File: src/rtl/sids_pkg.sv
`timescale 1ns / 1ps
// ----------------------------------------------------------------------------
// Signed divider package
// Command bundle between controller and datapath, and result flag positions.
// ----------------------------------------------------------------------------
package sids_pkg;

  // Commands from the controller to the datapath.
  typedef struct packed {
    logic load;    // capture operands and set up the magnitudes
    logic step;    // produce one quotient bit
    logic finish;  // apply sign and saturation into the output register
  } cmd_t;

  // Bit positions of the result flags on the output tuser.
  localparam int USER_OVF_BIT = 0;
  localparam int USER_DZ_BIT  = 1;
  localparam int USER_WIDTH   = 2;

endpackage

File: src/rtl/sids_ctrl.sv
`timescale 1ns / 1ps
// ----------------------------------------------------------------------------
// Signed divider controller
// Sequences load, one step per quotient bit, and the output hand-off.
// ----------------------------------------------------------------------------
module sids_ctrl
  import sids_pkg::*;
#(
  parameter int DATA_WIDTH = 32
) (
  input  logic clk,
  input  logic rst,
  input  logic s_tvalid,
  output logic s_tready,
  output logic m_tvalid,
  input  logic m_tready,
  output cmd_t cmd
);

  localparam int CW = (DATA_WIDTH > 1) ? $clog2(DATA_WIDTH) : 1;
  localparam logic [CW-1:0] LAST_STEP = CW'(DATA_WIDTH - 1);

  localparam logic [1:0] ST_IDLE = 2'd0;
  localparam logic [1:0] ST_RUN  = 2'd1;
  localparam logic [1:0] ST_DONE = 2'd2;

  logic [1:0]    state;
  logic [1:0]    state_next;
  logic [CW-1:0] count;
  logic [CW-1:0] count_next;
  logic          out_valid;
  logic          out_valid_next;

  always_comb begin
    cmd            = '0;
    state_next     = state;
    count_next     = count;
    out_valid_next = out_valid;
    if (out_valid && m_tready) begin
      out_valid_next = 1'b0;
    end
    case (state)
      ST_IDLE: begin
        if (s_tvalid) begin
          cmd.load   = 1'b1;
          count_next = '0;
          state_next = ST_RUN;
        end
      end
      ST_RUN: begin
        cmd.step = 1'b1;
        if (count == LAST_STEP) begin
          state_next = ST_DONE;
        end else begin
          count_next = count + CW'(1);
        end
      end
      ST_DONE: begin
        // The output register is reloaded only once its previous transfer is done.
        if (!out_valid || m_tready) begin
          cmd.finish     = 1'b1;
          out_valid_next = 1'b1;
          state_next     = ST_IDLE;
        end
      end
      default: begin
        state_next = ST_IDLE;
      end
    endcase
  end

  always_ff @(posedge clk) begin
    if (rst) begin
      state     <= ST_IDLE;
      count     <= '0;
      out_valid <= 1'b0;
    end else begin
      state     <= state_next;
      count     <= count_next;
      out_valid <= out_valid_next;
    end
  end

  assign s_tready = (state == ST_IDLE);
  assign m_tvalid = out_valid;

endmodule

File: src/rtl/sids_datapath.sv
`timescale 1ns / 1ps
// ----------------------------------------------------------------------------
// Signed divider datapath
// Restoring shift-subtract on magnitudes, then sign and saturation.
// ----------------------------------------------------------------------------
module sids_datapath
  import sids_pkg::*;
#(
  parameter int DATA_WIDTH = 32
) (
  input  logic                         clk,
  input  cmd_t                         cmd,
  input  logic signed [DATA_WIDTH-1:0] numerator,
  input  logic signed [DATA_WIDTH-1:0] denominator,
  output logic signed [DATA_WIDTH-1:0] quotient,
  output logic                         overflow_flag,
  output logic                         zero_divisor_flag
);

  localparam int W = DATA_WIDTH;
  localparam logic [W-1:0] Q_MAX = {1'b0, {(W-1){1'b1}}};

  logic [W-1:0] quo;       // dividend bits shift out, quotient bits shift in
  logic [W-1:0] rem;
  logic [W-1:0] div;
  logic         neg_result;
  logic         div_zero;
  logic [W+1:0] trial;
  logic [W-1:0] num_mag;
  logic [W-1:0] den_mag;
  logic [W-1:0] result;
  logic         result_ovf;

  // The magnitude of the most negative value is still exact as unsigned.
  assign num_mag = numerator[W-1]   ? (W'(0) - numerator)   : numerator;
  assign den_mag = denominator[W-1] ? (W'(0) - denominator) : denominator;

  // Remainder stays below the divisor, so the shifted value fits in W+1 bits.
  assign trial = {1'b0, rem, quo[W-1]} - {2'b00, div};

  always_comb begin
    result_ovf = 1'b0;
    if (div_zero) begin
      result = '0;
    end else if (neg_result) begin
      result = W'(0) - quo;
    end else if (quo[W-1]) begin
      result     = Q_MAX;
      result_ovf = 1'b1;
    end else begin
      result = quo;
    end
  end

  always_ff @(posedge clk) begin
    if (cmd.load) begin
      quo        <= num_mag;
      rem        <= '0;
      div        <= den_mag;
      neg_result <= numerator[W-1] ^ denominator[W-1];
      div_zero   <= (denominator == '0);
    end else if (cmd.step) begin
      if (!trial[W+1]) begin
        rem <= trial[W-1:0];
        quo <= {quo[W-2:0], 1'b1};
      end else begin
        rem <= {rem[W-2:0], quo[W-1]};
        quo <= {quo[W-2:0], 1'b0};
      end
    end
    if (cmd.finish) begin
      quotient          <= result;
      overflow_flag     <= result_ovf;
      zero_divisor_flag <= div_zero;
    end
  end

endmodule

File: src/rtl/signed_int_divider_saturating.sv
`timescale 1ns / 1ps
// ----------------------------------------------------------------------------
// Signed integer divider, truncating and saturating
// Top level: stream ports around the controller and the datapath.
// ----------------------------------------------------------------------------
// Divides a signed dividend by a signed divisor and rounds toward zero. A zero
// divisor returns 0 with the zero-divisor flag set; the most negative value
// divided by minus one returns the largest positive value with the overflow
// flag set. One item is in work at a time: the operands are taken, the
// shift-subtract unit works out one quotient bit per cycle, and then sign
// and saturation are applied into the output register. That register holds
// a finished result while the next item is taken and worked on.
module signed_int_divider_saturating
  import sids_pkg::*;
#(
  parameter int DATA_WIDTH = 32
) (
  input  logic                                 clk,
  input  logic                                 rst,
  input  logic                                 s_tvalid,
  output logic                                 s_tready,
  // numerator [DATA_WIDTH-1:0], denominator above it, zero padding to bytes
  input  logic [((2*DATA_WIDTH+7)/8)*8-1:0]    s_tdata,
  output logic                                 m_tvalid,
  input  logic                                 m_tready,
  // quotient [DATA_WIDTH-1:0], zero padding to bytes
  output logic [((DATA_WIDTH+7)/8)*8-1:0]      m_tdata,
  // overflow_flag [0], zero_divisor_flag [1]
  output logic [USER_WIDTH-1:0]                m_tuser
);

  localparam int W = DATA_WIDTH;

  cmd_t                cmd;
  logic signed [W-1:0] quotient;
  logic                overflow_flag;
  logic                zero_divisor_flag;

  sids_ctrl #(
    .DATA_WIDTH(DATA_WIDTH)
  ) u_ctrl (
    .clk      (clk),
    .rst      (rst),
    .s_tvalid (s_tvalid),
    .s_tready (s_tready),
    .m_tvalid (m_tvalid),
    .m_tready (m_tready),
    .cmd      (cmd)
  );

  sids_datapath #(
    .DATA_WIDTH(DATA_WIDTH)
  ) u_datapath (
    .clk               (clk),
    .cmd               (cmd),
    .numerator         (s_tdata[W-1:0]),
    .denominator       (s_tdata[2*W-1:W]),
    .quotient          (quotient),
    .overflow_flag     (overflow_flag),
    .zero_divisor_flag (zero_divisor_flag)
  );

  always_comb begin
    m_tdata        = '0;
    m_tdata[W-1:0] = quotient;
    m_tuser                = '0;
    m_tuser[USER_OVF_BIT]  = overflow_flag;
    m_tuser[USER_DZ_BIT]   = zero_divisor_flag;
  end

endmodule

File: config.mk
export PLATFORM = sky130hd
export DESIGN_NAME = signed_int_divider_saturating
export DESIGN_NICKNAME = d
export VERILOG_FILES = /design/src/rtl/sids_pkg.sv /design/src/rtl/sids_ctrl.sv /design/src/rtl/sids_datapath.sv /design/src/rtl/signed_int_divider_saturating.sv
export SDC_FILE = /design/constraint.sdc
export NUM_CORES = 1
export LEC_CHECK = 0
export ABC_AREA = 1
export BUFFER_PORTS_ARGS = -buffer_cell sky130_fd_sc_hd__buf_2
export CORE_MARGIN = 2
export CORE_UTILIZATION = 66
export DETAILED_ROUTE_END_ITERATION = 7
export GPL_ROUTABILITY_DRIVEN = 0
export PLACE_DENSITY = 0.94
export SLEW_MARGIN = 10
export SYNTH_ARGS = -nofsm -noshare
export SYNTH_HDL_FRONTEND = slang
export SYNTH_HIERARCHICAL = 1
export SYNTH_SLANG_ARGS = --single-unit
File: constraint.sdc
create_clock -name clk -period 5.8 [get_ports clk]
set_input_delay 1.16 -clock clk [delete_from_list [all_inputs] [get_ports clk]]
set_output_delay 1.16 -clock clk [all_outputs]
set_load 0.02 [all_outputs]
**Word-level counts from Yosys, hierarchy flattened**

Cells that the tools add are included.

- Bits in registers: 140
- Bits of input ports: 68
- Output and inout bits: 36

- Add/subtract/negate cells: 5
- Eq/ne operators: 7
- Multiplexer cells: 24
- Bitwise operators: 1
- Reductions and logical operators: 10

Operator list:

| cell | number |
|---|---|
| 32-bit 2-to-1 mux | 5 |
| 1-bit by 32-bit subtractor with 32-bit output (first input constant) | 3 |
| 31-bit 2-to-1 mux | 2 |
| 33-bit by 32-bit subtractor with 34-bit output | 1 |
| 32-bit zero test | 1 |
| 1-bit 2-to-1 mux | 10 |
| 5-bit 2-to-1 mux | 2 |
| 5-bit one-hot mux with 2 select lines | 1 |
| 2-bit 2-to-1 mux | 3 |
| 2-bit one-hot mux with 3 select lines | 1 |
| 3-bit AND reduction | 2 |
| 5-bit by 1-bit adder with 5-bit output (second input constant) | 1 |
| 5-bit == test (second input constant) | 1 |
| 2-bit by 1-bit inequality test with 1-bit output (second input constant) | 2 |
| 2-bit inequality test (second input constant) | 2 |
| 2-bit nonzero test | 2 |
| 2-bit by 1-bit == test with 1-bit output (second input constant) | 1 |
| 2-bit == test (second input constant) | 1 |
| 2-bit zero test | 1 |
| 2-bit OR reduction | 1 |
| 1-bit logical AND | 1 |
| 1-bit zero test | 1 |
| 1-bit logical OR | 1 |
| 1-bit XOR | 1 |

**Depth between registers and ports, before layout**

- Word-level depth: 4
- Gate-level depth with buffers: 17
- Depth with buffers taken out: 16

**Hierarchy**

Netlist, hierarchy kept.

Modules (own cells, without submodules):

| module | times used | cells an instance | area an instance (µm²) | seq. area each (µm²) |
|---|---|---|---|---|
| sids_datapath | 1 | 1494 | 10207.3 | 3643.5 |
| sids_ctrl | 1 | 64 | 449.2 | 160.2 |
| signed_int_divider_saturating | 1 | 2 | 15.0 | 0.0 |

**Worst setup path after synthesis**

Ideal clock, no wire load.

- Path kind: input port to flip-flop
- Start point: input m_tready
- End point: register u_datapath.overflow_flag (enable)
- Setup time: 0.468 ns
- Arrival: 3.548 ns
- Data required time: 5.332 ns
- Path slack: 1.785 ns
- Stages: 2
- Buffers on the path: 0
- Path through: nor2_1 nor3_1

RTL lines:

| item | line | text |
|---|---|---|
| from (decl) | signed_int_divider_saturating.sv:25 | `input logic m_tready,` |
| to (signal assigned) | sids_datapath.sv:73 | `overflow_flag <= result_ovf;` |
| to (decl) | sids_datapath.sv:16 | `output logic overflow_flag,` |

**Worst setup path after layout**

- Start point: register u_datapath.div[30]
- End point: register u_datapath.quo[0], data pin

- Longest elaborated chain between the ends: 4

Ends and longest elaborated chain:

| item | line | text |
|---|---|---|
| from (decl) | sids_datapath.sv:25 | `logic [W-1:0] div;` |
| from (signal assigned) | sids_datapath.sv:59 | `div <= den_mag;` |
| 33-bit by 32-bit subtractor with 34-bit output | sids_datapath.sv:39 | `assign trial = {1'b0, rem, quo[W-1]} - {2'b00, div};` |
| 1-bit 2-to-1 mux | sids_datapath.sv:63 | `if (!trial[W+1]) begin` |
| 32-bit 2-to-1 mux | sids_datapath.sv:62 | `end else if (cmd.step) begin` |
| 32-bit 2-to-1 mux | sids_datapath.sv:56 | `if (cmd.load) begin` |
| to (signal assigned) | sids_datapath.sv:57 | `quo <= num_mag;` |
| to (signal assigned) | sids_datapath.sv:65 | `quo <= {quo[W-2:0], 1'b1};` |
| to (signal assigned) | sids_datapath.sv:68 | `quo <= {quo[W-2:0], 1'b0};` |
| to (decl) | sids_datapath.sv:23 | `logic [W-1:0] quo;` |

Every way passes these cells. The select of a mux whose other input is x is not followed.
A chain may end at the register's enable or synchronous reset.

==> results.py <==
metrics = {
    "clocking": {
        "post_cts_buffers": 0,
        "clock_sinks": 140,
        "hold_buffers": 0,
        "insertion_delay_ns": 0.43,
        "cts_buffers": 17,
        "cts_max_level": 4,
        "cts.clk_slew.worst_paths_ns": 0.06,
        "cts_resized": 0,
        "clock_path_buffers": 2,
        "cts_tree": "built",
        "cts-root-buf": "clkbuf_16",
    },
    "timing": {
        "finalHoldViolCount": 0,
        "rsz0062_at_grt": "no",
        "finalClockSkew_ns": 0.00717,
        "finalMaxSlewViolations": 0,
        "clock.fmax_mhz": 307,
        "tns_ns": 0,
        "post-route-min-period_ns": 3.26,
        "min_period_over_period_pct": 56.1,
        "slew_headroom_pct": 28.9,
        "setup_viol": 0,
        "tightestPinTransition_ns": 1.06,
    },
    "finish": {
        "finish.net_count": 1754,
        "nFillCells": 1033,
        "final_cell_area_um2": 11900,
        "layout_common_cells": "nand2_1 (470), inv_1 (259), nor2_1 (136), nand3_1 (124), buf_2 (103)",
        "final_common_cell": "nand2_1",
        "antenna_cells": 0,
        "post-route-util_pct": 75.4,
        "drive_gt1_share_pct": 12.0,
        "syn2layout_area_growth_pct": 11.9,
    },
    "synth": {
        "ys_seq_elements": 140,
        "ys_warn_count": 6,
        "syn_nets": 1666,
        "synth.distinct_cells": 46,
        "seq_area_frac_synth_pct": 35.6,
        "syn_avg_cell_area_um2": 6.84,
        "netlist_area_um2": 10700,
        "postSynthCellCount": 1560,
    },
    "global_routing": {
        "grtUsageTotal_pct": 35.6,
        "grt_antenna_before_repair": 0,
        "grt_pass1_wl_mm": 49.9,
        "grt_max_degree": 63,
        "grt_overflow_total": 0,
        "grt_pass1_vias": 10100,
    },
    "critical_path": {
        "critPathCaptureType": "flip-flop",
        "worstPathMaxFanout": 34,
        "path_delay_family": "simple AND/OR/NAND/NOR gates",
        "crit_type": "reg2reg",
        "cpPeakStageDelay_ns": 0.76,
        "cpMostUsedCell": "nand2_1",
        "cp-start-kind": "flip-flop",
        "worst-path-buf-inv": 1,
        "path_cells": "inv_1 -> ha_1 -> a21oi_2 -> nor2_1 -> nor3_1 -> nand2_1 -> nor2_4 -> nand2_4 -> nand2_1 -> o21ai_0",
        "critPathSlowestCell": "nor2_4",
        "cp.arrival_ns": 3.39,
        "cp_data_required_time_ns": 5.94,
    },
    "floorplan": {
        "core_area_um2": 15800,
        "initial_core_util_pct": 67.4,
        "die_h_um": 131,
        "chipWidth_um": 131,
        "rows": 46,
        "ios": 104,
        "die_area_um2": 17200,
    },
    "drt": {
        "drt.antenna.violating_nets": 0,
        "dr_total_vias": 11100,
        "wl_per_cell_um": 16.5,
        "remaining_drc_errors": 0,
        "viasPerCell": 5.93,
        "initialDrtViolationCount": 1619,
        "drt-pass1-iter-count": 7,
        "routed_wl_mm": 31.0,
    },
    "placed_design": {
        "io_buffer_count": 103,
        "hpwlAfterDp_mm": 21.5,
        "dpl_cell_area_um2": 11300,
    },
    "hold_path": {
        "hold_path_class": "reg2reg",
    },
    "power_and_ir_drop": {
        "power_leakage_nw": 5.95,
        "powerDensity_nw_per_um2": 243,
        "irDropWorstVdd_v": 0.000249,
    },
    "flow_run": {
        "maxCapViolCount": 0,
    },
    "status": {
        "status": "finished clean",
    },
}
==> synth_stat cells (all sizes together) <==
master	n	area share, %
nand2	482	17
inv	264	9.3
nor2	155	6.1
nand3	131	6.5
edfxtp	100	28
o21ai	81	3.9
a21oi	43	2.1
dfxtp	40	7.5
ha	37	4.3
xor2	33	2.7
nor3	28	1.5
nand3b	26	1.8
xnor2	25	2.1
nand4	22	1.3
clkbuf	21	0.74
buf	19	1.3
a31oi	12	0.70
or2	10	0.59
o31ai	6	0.42
a211oi	4	0.28
nor4	4	0.23
and2	3	0.18
o21bai	3	0.21
clkinv	2	0.070
nor3b	2	0.14
o211ai	2	0.14
a21boi	1	0.070
fa	1	0.19
o21a	1	0.070
o22ai	1	0.059
o41ai	1	0.082
==> flip-flops by register name (all words and copies together), names as in the netlist <==
register	cells
u_datapath/div	32
u_ctrl/m_tvalid	1
u_datapath/rem	32
u_datapath/quo	32
u_datapath/quotient	32
u_datapath/neg_result	1
u_ctrl/state	2
u_datapath/zero_divisor_flag	1
u_ctrl/count	5
u_datapath/overflow_flag	1
u_datapath/div_zero	1
==> final cells by class <==
type / instances / area, um2 / area share (%)
multi-input combinational: 1114 / 5660 / 47.4
sequential: 140 / 3800 / 31.9
inverter: 266 / 998 / 8.36
timing repair buffer: 109 / 561 / 4.70
clock buffer: 19 / 453 / 3.79
tap: 216 / 270 / 2.26
clock inverter: 13 / 188 / 1.57
==> path summary, 6_finish.rpt <==
path	start	to	slack, ns	cells past startpoint
worst max-delay path	u_datapath/div[30]	u_datapath/quo[0]	2.54	10
worst min-delay path	u_datapath/rem[18]	u_datapath/rem[18]	0.48	2
worst max register to register	u_datapath/div[30]	u_datapath/quo[0]	2.54	10
worst min register to register	u_datapath/rem[18]	u_datapath/rem[18]	0.48	2
==> stage by stage <==
stage | setup slack [ns] | instances | power, mW | hold slack, ns
global route | 2.36 | 1877 | 2.98 | 0.488
floorplan | 1.78 | 1560 | 1.53 | 0.443
detailed placement | 2.31 | 1845 | 1.69 | 0.463
global placement | 2.40 | 1845 | 1.66 | 0.457
CTS | 2.68 | 1877 | 2.87 | 0.476
finish | 2.54 | 1877 | 2.90 | 0.477
==> power breakdown <==
group / switching, mW / leakage [nW] / internal (mW) / total [mW]
sequential: 0.0573 / 1.28 / 1.15 / 1.21
combinational: 0.344 / 4.37 / 0.160 / 0.504
clock: 0.441 / 0.306 / 0.744 / 1.19
==> kinds of logic (layout without fill, tap and decap cells) <==
kind of cell,after synthesis,after routing,synth area share (%)
AOI/OAI and AO/OA,155,155,8.00
xor gates and xnor gates,58,58,4.76
adders and majority gates,38,38,4.53
buffers and inverters,306,407,11.4
DFF,140,140,35.6
and+or+nand+nor,863,863,35.7
==> layer usage <==
layer | up-vias | GRT usage [%] | wire [um]
li1 | 5159 | - | -
met2 | 861 | 55.8 | 13800
met5 | - | 0 | 0
met4 | 0 | 13.9 | 1140
met3 | 153 | 8.45 | 4240
met1 | 4962 | 48.1 | 11900
==> worst register-to-register path, cell delays in order, from the launching register on <==
cell and delay (ns):
edfxtp_1 0.37, inv_1 0.08, ha_1 0.29, a21oi_2 0.19
nor2_1 0.07, nor3_1 0.25, nand2_1 0.15, nor2_4 0.76
nand2_4 0.46, nand2_1 0.23, o21ai_0 0.12
No activity file was read; power rests on OpenSTA's default activity.
